--- config.mk ---
export PLATFORM = sky130hd
export DESIGN_NAME = centered_box_filter_core
export DESIGN_NICKNAME = d
export VERILOG_FILES = /design/src/rtl/core/cbf_pkg.sv /design/src/rtl/core/cbf_ram.sv /design/src/rtl/core/cbf_div.sv /design/src/rtl/core/centered_box_filter_core.sv
export SDC_FILE = /design/constraint.sdc
export NUM_CORES = 2
export LEC_CHECK = 0
export BUFFER_PORTS_ARGS = -buffer_cell sky130_fd_sc_hd__buf_2
export CAP_MARGIN = 15
export CORE_MARGIN = 5
export CORE_UTILIZATION = 40
export CTS_CLUSTER_DIAMETER = 50
export DETAILED_ROUTE_END_ITERATION = 10
export GPL_TIMING_DRIVEN = 0
export PLACE_DENSITY = 0.66
export SETUP_SLACK_MARGIN = 0.05
export SYNTH_ARGS = -nofsm -noshare
export SYNTH_HDL_FRONTEND = slang
export SYNTH_HIERARCHICAL = 1
export SYNTH_SLANG_ARGS = --single-unit
--- constraint.sdc ---
create_clock -name clk_i -period 8.8 [get_ports clk_i]
set_input_delay 1.32 -clock clk_i [delete_from_list [all_inputs] [get_ports clk_i]]
set_output_delay 1.32 -clock clk_i [all_outputs]
set_load 0.005 [all_outputs]
--- src/rtl/core/cbf_pkg.sv ---
// Centred box filter: shared widths, limits and the divider request/response types.
// No dependencies; imported by the divider and the top level.
`timescale 1ns / 1ps

package cbf_pkg;

  localparam int SAMPLE_W   = 16;
  localparam int HW_W       = 6;
  localparam int MAX_HALF   = 32;
  localparam int RING_DEPTH = 128;
  localparam int RING_AW    = 7;
  localparam int CNT_W      = 7;
  localparam int CNT_SAT    = 2 * MAX_HALF;
  localparam int SUM_W      = 23;
  localparam int MAG_W      = 22;
  localparam int DEN_W      = 7;
  localparam int STEP_W     = $clog2(MAG_W);

  localparam logic [STEP_W-1:0] DIV_LAST_STEP = STEP_W'(MAG_W - 1);

  typedef struct packed {
    logic               start;
    logic               neg;
    logic [MAG_W-1:0]   mag;
    logic [DEN_W-1:0]   den;
  } div_req_t;

  typedef struct packed {
    logic                busy;
    logic                done;
    logic [SAMPLE_W-1:0] quot;
  } div_rsp_t;

endpackage

--- src/rtl/core/cbf_ram.sv ---
// Generic single-write, single-read RAM with registered read data.
// No dependencies.
`timescale 1ns / 1ps

module cbf_ram #(
  parameter int WIDTH = 16,
  parameter int DEPTH = 128
) (
  input  logic                     clk_i,
  input  logic                     we_i,
  input  logic [$clog2(DEPTH)-1:0] waddr_i,
  input  logic [WIDTH-1:0]         wdata_i,
  input  logic                     re_i,
  input  logic [$clog2(DEPTH)-1:0] raddr_i,
  output logic [WIDTH-1:0]         rdata_o
);

  logic [WIDTH-1:0] mem_q [DEPTH];
  logic [WIDTH-1:0] rdata_q;

  always_ff @(posedge clk_i) begin
    if (we_i) begin
      mem_q[waddr_i] <= wdata_i;
    end
    if (re_i) begin
      rdata_q <= mem_q[raddr_i];
    end
  end

  assign rdata_o = rdata_q;

endmodule

--- src/rtl/core/cbf_div.sv ---
// Restoring divider, one quotient bit per cycle, sign applied on completion.
// Depends on cbf_pkg.
`timescale 1ns / 1ps

module cbf_div (
  input  logic              clk_i,
  input  logic              rst_ni,
  input  cbf_pkg::div_req_t req_i,
  output cbf_pkg::div_rsp_t rsp_o
);
  import cbf_pkg::*;

  logic                busy_q, busy_d;
  logic                done_q, done_d;
  logic [STEP_W-1:0]   step_q, step_d;
  logic                neg_q;
  logic [MAG_W-1:0]    acc_q;
  logic [DEN_W-1:0]    rem_q;
  logic [DEN_W-1:0]    den_q;
  logic [SAMPLE_W-1:0] quot_q;

  logic [DEN_W:0]      rem_sh;
  logic [DEN_W:0]      rem_sub;
  logic                ge;
  logic [DEN_W-1:0]    rem_nx;
  logic [MAG_W-1:0]    acc_nx;
  logic [MAG_W-1:0]    acc_neg;

  always_comb begin
    rem_sh  = {rem_q, acc_q[MAG_W-1]};
    ge      = rem_sh >= {1'b0, den_q};
    rem_sub = rem_sh - {1'b0, den_q};
    rem_nx  = ge ? rem_sub[DEN_W-1:0] : rem_sh[DEN_W-1:0];
    acc_nx  = {acc_q[MAG_W-2:0], ge};
    acc_neg = ~acc_nx + MAG_W'(1);
  end

  always_comb begin
    busy_d = busy_q;
    done_d = 1'b0;
    step_d = step_q;
    if (req_i.start) begin
      busy_d = 1'b1;
      step_d = '0;
    end else if (busy_q) begin
      if (step_q == DIV_LAST_STEP) begin
        busy_d = 1'b0;
        done_d = 1'b1;
      end else begin
        step_d = step_q + STEP_W'(1);
      end
    end
  end

  always_ff @(posedge clk_i or negedge rst_ni) begin
    if (!rst_ni) begin
      busy_q <= 1'b0;
      done_q <= 1'b0;
      step_q <= '0;
    end else begin
      busy_q <= busy_d;
      done_q <= done_d;
      step_q <= step_d;
    end
  end

  always_ff @(posedge clk_i) begin
    if (req_i.start) begin
      acc_q <= req_i.mag;
      rem_q <= '0;
      den_q <= req_i.den;
      neg_q <= req_i.neg;
    end else if (busy_q) begin
      acc_q <= acc_nx;
      rem_q <= rem_nx;
      if (step_q == DIV_LAST_STEP) begin
        quot_q <= neg_q ? acc_neg[SAMPLE_W-1:0] : acc_nx[SAMPLE_W-1:0];
      end
    end
  end

  assign rsp_o.busy = busy_q;
  assign rsp_o.done = done_q;
  assign rsp_o.quot = quot_q;

endmodule

--- src/rtl/core/centered_box_filter_core.sv ---
// Centred box filter top level: sequencer, sample ring, running sum, output register.
// Depends on cbf_pkg, cbf_ram and cbf_div.
//
// Usage: samples (Q2.13, signed) enter on the s_axis channel with tlast marking the
// end of a stream; results leave on m_axis in stream order, tlast on the final one.
// half_window (register 0 on the APB port, reset 1, saturated at 32) sets w; 0
// passes every item straight through. Otherwise item i is emitted once
// item i+w has arrived: from item w on, one filtered or passed item per input, plus
// the pending items (w, or all if the stream is shorter than w+1) flushed on tlast.
// Flow control: one item accepted at a time, s_axis_tready is high only when the
// sequencer is idle. A filtered item waits for the 22-step restoring divider
// (one quotient bit per cycle); a passed or pass-through item does not use it.
// A full output register stalls the sequencer until m_axis takes the item, so
// the output register lets one result wait while the next item is worked on.
// Reset clears counters, running sum and output valid; the ring needs no clearing
// since it is only read where the current stream has written. A register write
// aborts the stream in progress and drops its pending items.
`timescale 1ns / 1ps

module centered_box_filter_core (
  input  logic        clk_i,
  input  logic        rst_ni,
  // tdata: sample[15:0]
  input  logic [15:0] s_axis_tdata_i,
  input  logic        s_axis_tlast_i,
  input  logic        s_axis_tvalid_i,
  output logic        s_axis_tready_o,
  // tdata: value[15:0]
  output logic [15:0] m_axis_tdata_o,
  output logic        m_axis_tlast_o,
  output logic        m_axis_tvalid_o,
  input  logic        m_axis_tready_i,
  input  logic        psel_i,
  input  logic        penable_i,
  input  logic        pwrite_i,
  input  logic [2:0]  paddr_i,
  input  logic [31:0] pwdata_i,
  output logic [31:0] prdata_o,
  output logic        pready_o
);
  import cbf_pkg::*;

  localparam logic [3:0] S_IDLE = 4'd0;
  localparam logic [3:0] S_PASS = 4'd1;
  localparam logic [3:0] S_READ = 4'd2;
  localparam logic [3:0] S_WAIT = 4'd3;
  localparam logic [3:0] S_DIV  = 4'd4;
  localparam logic [3:0] S_OUT  = 4'd5;
  localparam logic [3:0] S_LCHK = 4'd6;
  localparam logic [3:0] S_FRD  = 4'd7;
  localparam logic [3:0] S_FWT  = 4'd8;

  localparam logic ADDR_HALF_WINDOW = 1'b0;

  logic [3:0]          state_q, state_d;
  logic [HW_W-1:0]     hw_q, hw_d;
  logic [SUM_W-1:0]    sum_q, sum_d;
  logic [RING_AW-1:0]  ptr_q, ptr_d;
  logic [CNT_W-1:0]    cnt_q, cnt_d;
  logic [RING_AW-1:0]  rp_q, rp_d;
  logic [HW_W-1:0]     rem_q, rem_d;
  logic                out_valid_q, out_valid_d;
  logic [SAMPLE_W-1:0] out_value_q, out_value_d;
  logic                out_last_q, out_last_d;
  logic [SAMPLE_W-1:0] x_q, x_d;
  logic                last_q, last_d;
  logic [SAMPLE_W-1:0] hold_q, hold_d;

  logic                cfg_we;
  logic [HW_W-1:0]     w_eff;
  logic [DEN_W-1:0]    w2;
  logic                emit;
  logic                full;
  logic [HW_W-1:0]     pending;
  logic [SUM_W-1:0]    x_ext;
  logic [SUM_W-1:0]    rd_ext;
  logic [SUM_W-1:0]    sum_neg;
  logic                out_free;
  logic                out_load;
  logic [SAMPLE_W-1:0] load_value;
  logic                load_last;

  logic                ram_we;
  logic                ram_re;
  logic [RING_AW-1:0]  ram_raddr;
  logic [SAMPLE_W-1:0] ram_rdata;

  div_req_t div_req;
  div_rsp_t div_rsp;

  assign cfg_we   = psel_i && penable_i && pwrite_i && (paddr_i[2] == ADDR_HALF_WINDOW);
  assign pready_o = 1'b1;
  assign prdata_o = 32'(hw_q);

  always_comb begin
    w_eff   = (hw_q > HW_W'(MAX_HALF)) ? HW_W'(MAX_HALF) : hw_q;
    w2      = {w_eff, 1'b0};
    emit    = cnt_q >= CNT_W'(w_eff);
    full    = cnt_q >= CNT_W'(w2);
    pending = emit ? w_eff : (cnt_q[HW_W-1:0] + HW_W'(1));
    x_ext   = {{(SUM_W-SAMPLE_W){x_q[SAMPLE_W-1]}}, x_q};
    rd_ext  = {{(SUM_W-SAMPLE_W){ram_rdata[SAMPLE_W-1]}}, ram_rdata};
    sum_neg = ~sum_q + SUM_W'(1);
    out_free = !out_valid_q || m_axis_tready_i;
  end

  assign div_req.start = (state_q == S_READ) && full;
  assign div_req.neg   = sum_q[SUM_W-1];
  assign div_req.mag   = sum_q[SUM_W-1] ? sum_neg[MAG_W-1:0] : sum_q[MAG_W-1:0];
  assign div_req.den   = w2;

  always_comb begin
    state_d    = state_q;
    hw_d       = hw_q;
    sum_d      = sum_q;
    ptr_d      = ptr_q;
    cnt_d      = cnt_q;
    rp_d       = rp_q;
    rem_d      = rem_q;
    x_d        = x_q;
    last_d     = last_q;
    hold_d     = hold_q;
    ram_we     = 1'b0;
    ram_re     = 1'b0;
    ram_raddr  = rp_q;
    out_load   = 1'b0;
    load_value = ram_rdata;
    load_last  = 1'b0;

    unique case (state_q)
      S_IDLE: begin
        if (s_axis_tvalid_i) begin
          x_d     = s_axis_tdata_i;
          last_d  = s_axis_tlast_i;
          state_d = (w_eff == '0) ? S_PASS : S_READ;
        end
      end
      S_PASS: begin
        if (out_free) begin
          out_load   = 1'b1;
          load_value = x_q;
          load_last  = last_q;
          state_d    = S_IDLE;
        end
      end
      S_READ: begin
        ram_we    = 1'b1;
        ram_re    = 1'b1;
        ram_raddr = ptr_q - (full ? RING_AW'(w2) : RING_AW'(w_eff));
        state_d   = S_WAIT;
      end
      S_WAIT: begin
        hold_d = ram_rdata;
        sum_d  = sum_q + x_ext - (full ? rd_ext : '0);
        if (!emit) begin
          state_d = S_LCHK;
        end else if (full) begin
          state_d = S_DIV;
        end else begin
          state_d = S_OUT;
        end
      end
      S_DIV: begin
        if (div_rsp.done) begin
          state_d = S_OUT;
        end
      end
      S_OUT: begin
        if (out_free) begin
          out_load   = 1'b1;
          load_value = full ? div_rsp.quot : hold_q;
          state_d    = S_LCHK;
        end
      end
      S_LCHK: begin
        if (last_q) begin
          rp_d    = ptr_q + RING_AW'(1) - RING_AW'(pending);
          rem_d   = pending;
          state_d = S_FRD;
        end else begin
          ptr_d   = ptr_q + RING_AW'(1);
          cnt_d   = (cnt_q == CNT_W'(CNT_SAT)) ? cnt_q : cnt_q + CNT_W'(1);
          state_d = S_IDLE;
        end
      end
      S_FRD: begin
        ram_re  = 1'b1;
        state_d = S_FWT;
      end
      S_FWT: begin
        if (out_free) begin
          out_load  = 1'b1;
          load_last = (rem_q == HW_W'(1));
          rp_d      = rp_q + RING_AW'(1);
          rem_d     = rem_q - HW_W'(1);
          if (rem_q == HW_W'(1)) begin
            sum_d   = '0;
            ptr_d   = '0;
            cnt_d   = '0;
            state_d = S_IDLE;
          end else begin
            state_d = S_FRD;
          end
        end
      end
      default: begin
        state_d = S_IDLE;
      end
    endcase

    if (cfg_we) begin
      hw_d  = pwdata_i[HW_W-1:0];
      sum_d = '0;
      ptr_d = '0;
      cnt_d = '0;
    end
  end

  always_comb begin
    out_valid_d = out_valid_q && !m_axis_tready_i;
    out_value_d = out_value_q;
    out_last_d  = out_last_q;
    if (out_load) begin
      out_valid_d = 1'b1;
      out_value_d = load_value;
      out_last_d  = load_last;
    end
  end

  always_ff @(posedge clk_i or negedge rst_ni) begin
    if (!rst_ni) begin
      state_q     <= S_IDLE;
      hw_q        <= HW_W'(1);
      sum_q       <= '0;
      ptr_q       <= '0;
      cnt_q       <= '0;
      rem_q       <= '0;
      out_valid_q <= 1'b0;
    end else begin
      state_q     <= state_d;
      hw_q        <= hw_d;
      sum_q       <= sum_d;
      ptr_q       <= ptr_d;
      cnt_q       <= cnt_d;
      rem_q       <= rem_d;
      out_valid_q <= out_valid_d;
    end
  end

  always_ff @(posedge clk_i) begin
    rp_q        <= rp_d;
    x_q         <= x_d;
    last_q      <= last_d;
    hold_q      <= hold_d;
    out_value_q <= out_value_d;
    out_last_q  <= out_last_d;
  end

  cbf_ram #(
    .WIDTH (SAMPLE_W),
    .DEPTH (RING_DEPTH)
  ) u_ring (
    .clk_i   (clk_i),
    .we_i    (ram_we),
    .waddr_i (ptr_q),
    .wdata_i (x_q),
    .re_i    (ram_re),
    .raddr_i (ram_raddr),
    .rdata_o (ram_rdata)
  );

  cbf_div u_div (
    .clk_i  (clk_i),
    .rst_ni (rst_ni),
    .req_i  (div_req),
    .rsp_o  (div_rsp)
  );

  assign s_axis_tready_o = (state_q == S_IDLE);
  assign m_axis_tvalid_o = out_valid_q;
  assign m_axis_tdata_o  = out_value_q;
  assign m_axis_tlast_o  = out_last_q;

  a_div_start_idle: assert property (@(posedge clk_i) disable iff (!rst_ni)
    div_req.start |-> !div_rsp.busy)
    else $error("divider started while busy");

  a_out_load_free: assert property (@(posedge clk_i) disable iff (!rst_ni)
    out_load |-> (!out_valid_q || m_axis_tready_i))
    else $error("output register overwritten");

  a_flush_count: assert property (@(posedge clk_i) disable iff (!rst_ni)
    (state_q == S_FWT) |-> (rem_q != '0))
    else $error("flush with no pending item");

  a_div_done_wait: assert property (@(posedge clk_i) disable iff (!rst_ni)
    div_rsp.done |-> (state_q == S_DIV))
    else $error("quotient arrived outside divide wait");

endmodule

* Yosys cells after proc, flatten, opt, wreduce, memory -nomap -nowiden *
Memories as Yosys holds them, arrays and structs flattened. A register that Yosys moved wholly into a read port is not among the register bits.
Cells that the tools add are included.

cells by class
  shift operators = 0
  divide/modulo/power cells = 0
  equal/unequal tests = 22
  multiply operators = 0
  mux-type cells = 63
  bitwise logic cells = 4
  add/sub/neg operators = 13
  magnitude comparators = 4
  reduce and logical (&&, ||, !) cells = 24

operators with widths
  operator               number
  $mux 23                4
  $mux 7                 12
  $mux 22                3
  $mux 16                4
  $pmux 23 s2            1
  $pmux 7 s2             3
  $pmux 4 s9             1
  $pmux 16 s2            1
  $mux 6                 4
  $add 23x23->23         1
  $sub 23x23->23         1
  $add 22x1->22 const B  1
  $not 22->22            1
  $add 7x1->7 const B    3
  $mux 4                 5
  $add 16x1->16 const B  1
  $eq 4x3->1 const B     4
  $mux 1                 16
  $not 16->16            1
  $mux 5                 3
  $sub 7x7->7            2
  $ne 2x2->1 const B     6
  $ne 3x3->1 const B     4
  $pmux 6 s2             1
  32 further kinds       47

word-level totals
  memories = 1
  RAM bits = 2048
  bits of input ports = 59
  bits in read-only memories = 0
  bits in latches = 0
  logic and storage cells = 152
  output and inout port bits = 52
  register bits after elaboration = 170

memories
  memory        depth  bits a word  rd ports  clocked after Yosys merged registers in  write ports  line           source
  u_ring.mem_q  128    16           1         1                                        1            cbf_ram.sv:18  logic [WIDTH-1:0] mem_q [DEPTH];

* Depth between registers and ports, before layout *
  word-level depth = 7
  gate-level depth with buffers = 22
  mapped depth without buffers = 20

* Hierarchy *
The synthesis kept the hierarchy.

by module, submodules not included
  module                    instances  sequential area each (sq um)  area an instance (sq um)  cells an instance
  cbf_ram                   1          61979.4                       78683.0                   3086
  centered_box_filter_core  1          3064.2                        8465.6                    884
  cbf_div                   1          1696.6                        2989.1                    237

* Least setup slack after synthesis *
No wires, ideal clock.

  kind = register to register
  from = register hw_q[5]
  to = register u_ring.rdata_q[0] (netlist: u_ring/rdata_o[0]) (read register of u_ring.mem_q), data pin
  buffers on the path = 3
  clock period less this slack = 5.569 ns
  library setup time = 0.260 ns
  data required time = 8.540 ns
  path slack = 3.231 ns
  cell stages (with the launch flop) = 16
  arrival = 5.310 ns
  cells stage by stage = dfrtp_1 nor2b_1 inv_1 ha_1 or4_1 o21ai_2 clkbuf_1 and2_1 ha_1 fa_1 o21ai_0 clkbuf_1 buf_1 mux4_2 mux4_2 mux2_2

RTL lines
  what                    line                             source
  start, declared         centered_box_filter_core.sv:56   logic [HW_W-1:0] hw_q, hw_d;
  start signal, assigned  centered_box_filter_core.sv:241  hw_q <= hw_d;
  end, declared           cbf_ram.sv:19                    logic [WIDTH-1:0] rdata_q;

==> flow_metrics.py <==
metrics = {
    "finish": {
        "drive_gt1_share_pct": 31.6,
        "syn_to_final_growth_pct": 17.4,
        "fill_cells": 18000,
        "regArea_sq_um": 66700,
        "nNetsFinal": 4852,
        "multi_input_area_sq_um": 22300,
    },
    "routing": {
        "totalWireLength_microns": 227000,
        "vias": 45300,
        "wire_per_inst_microns": 28.7,
        "ant_nets": 0,
        "via_per_inst": 5.74,
        "drc": 0,
        "first_iter_violations": 5835,
        "wl_met1_microns": 89300,
        "drtPass1Iterations": 7,
        "met3RoutedLength_microns": 23200,
        "routed.top_layer": "met5",
        "wl_met2_microns": 106000,
    },
    "synth": {
        "synth_cells": 4206,
        "yosys_warnings": 6,
        "synthesis.area_sq_um": 90100,
        "syn_area_per_cell_sq_um": 21.4,
    },
    "global_routing": {
        "grtUsageTotal_pct": 19.0,
        "grt_max_degree": 62,
        "grt_pass1_vias": 44800,
        "grt_pass1_wl_microns": 325000,
        "grt_antenna_before_repair": 20,
        "grt-ovfl-total": 0,
    },
    "sta": {
        "slew_violations": 0,
        "fin_crit_sh_pct": 95.0,
        "hold_viol_final": 0,
        "worstMarginPinSlew_ns": 1.33,
        "fmax_mhz": 120,
        "finClkSkew_ns": 0.0563,
        "max_slew_margin_pct": 11.1,
        "setup_tns_ns": 0,
        "rsz0062_at_grt": "no",
        "hold_ws_ns": 0.445,
        "setup_violations": 0,
        "fin_crit_ns": 8.36,
    },
    "floorplanning": {
        "die_y_microns": 485,
        "die_area_sq_um": 235000,
        "core_sq_um": 224000,
        "io_pins": 111,
        "rows": 174,
        "die_width_microns": 485,
        "start_util_pct": 40.2,
    },
    "critical_path": {
        "r2r_cells": 19,
        "start_kind": "register",
        "slowest_delay_ns": 0.88,
        "r2r-start": "hw_q[5]",
        "crit_arrival_ns": 8.95,
        "r2r_end": "u_ring/rdata_o[8]",
        "crit_path_end_kind": "register",
        "crit_fanout": 10,
        "critPathRequiredTime_ns": 9.40,
        "crit_slowest_cell": "clkbuf_1",
        "r2r_slack_ns": 0.44,
        "crit_family": "buffers and inverters",
        "path_buf_inv": 7,
        "worstPathCellList": "nor2b_1 -> inv_1 -> ha_1 -> or4_1 -> o21ai_2 -> buf_2 -> o21a_1 -> inv_1 -> fa_1 -> xor2_1 -> o21ai_0 -> clkbuf_1 -> clkbuf_1 -> buf_16 -> clkbuf_1 -> mux4_2 -> mux4_2 -> mux4_2 -> mux2_2",
        "crit_type": "reg -> reg",
    },
    "outcome": {
        "status": "finished, final reports clean",
    },
    "clock_network": {
        "htree_levels": 4,
        "cts_tree": "done",
        "postCtsSetupBuffers": 0,
        "clk_pin_slew_ns": 0.06,
        "cts_buffers": 222,
        "clk_latency_ns": 0.87,
        "root_buffer": "clkbuf_16",
        "clock-sinks": 2235,
        "clk_path_buf_depth": 3,
        "cts.hold.buffers_added": 0,
        "ctsResizeCount": 0,
    },
    "place": {
        "port_buffers": 55,
        "gp_congestion": 0.853,
        "post-dp-hpwl_microns": 160000,
    },
    "power": {
        "p_leak_uw": 0.0339,
        "max-vdd-ir-drop_uv": 238,
        "powerDensity_nw_per_um2": 265,
    },
    "hold_path": {
        "worstHoldPathCells": 0,
        "min_path_type": "reg -> reg",
        "hold_start": "u_ring/rdata_o[5]",
        "whs_endpoint": "hold_q[5]",
    },
    "run": {
        "cap_violations": 0,
    },
}
## worst max-delay path by stage
stage,start,end,slack [ns],cells past startpoint
global placement,hw_q[5],u_ring/rdata_o[11],0.17,18
CTS,hw_q[5],u_ring/rdata_o[8],0.47,19
detailed placement,hw_q[5],u_ring/rdata_o[8],0.45,19
floorplan,hw_q[5],u_ring/rdata_o[0],3.23,15
finish,hw_q[5],u_ring/rdata_o[8],0.44,19
global route,hw_q[5],u_ring/rdata_o[8],0.27,19
## sequential cells by signal, indices dropped and copies added, names as in the netlist, 7 cells and up
register	flops
u_div/acc_q	22
u_div/rem_q	7
u_div/den_q	7
x_q	16
m_axis_tdata_o	16
u_ring/mem_q	2048
u_ring/rdata_o	16
ptr_q	7
sum_q	23
hold_q	16
u_div/quot_q	16
cnt_q	7
rp_q	7
## cells in the final DEF, fill, tap and decap left out, types with 65 or more instances in the layout
| cell type | count |
|---|---|
| nand2_1 | 82 |
| buf_16 | 93 |
| mux4_2 | 672 |
| buf_8 | 71 |
| clkbuf_1 | 147 |
| nor2_2 | 119 |
| o21ai_0 | 73 |
| xnor2_1 | 65 |
| edfxtp_1 | 2167 |
| inv_1 | 118 |
| clkbuf_16 | 224 |
| buf_2 | 115 |
## routing by layer
layer / up-vias / track usage (%)
met1: 24100 / 26.7
met2: 2318 / 29.5
li1: 18500 / -
met4: 4 / 6.48
met5: - / 0
met3: 393 / 4.63
## area by class of cell
class | count | share of cell area, %
flip-flops and latches | 2235 | 63.1
multi-input cells | 1648 | 21.1
clock buffers | 272 | 5.47
repair buffers | 248 | 4.02
well taps | 2992 | 3.54
clock inverters | 143 | 1.31
plain buffers | 231 | 1.02
inverters | 118 | 0.419
diodes | 9 | 0.0213
## stage by stage
stage / worst slack, ns / cell area, sq um / util [%] / power [uW] / instances
3_3_place_gp: 0.173 / 94200 / 42.0 / 18700 / 7279
6_report: 0.443 / 106000 / 47.1 / 28000 / 7896
3_5_place_dp: 0.450 / 98600 / 43.9 / 18900 / 7470
5_1_grt: 0.274 / 106000 / 47.1 / 29000 / 7887
2_1_floorplan: 3.23 / 90200 / - / 16500 / 4232
4_1_cts: 0.472 / 106000 / 47.1 / 28100 / 7885
## where the power goes
part	switching, uW	internal [uW]
combinational	3720	2730
clock	4100	5130
sequential	250	12100
total	8070	19900
Note: power is estimated with default switching activity, not from simulation.
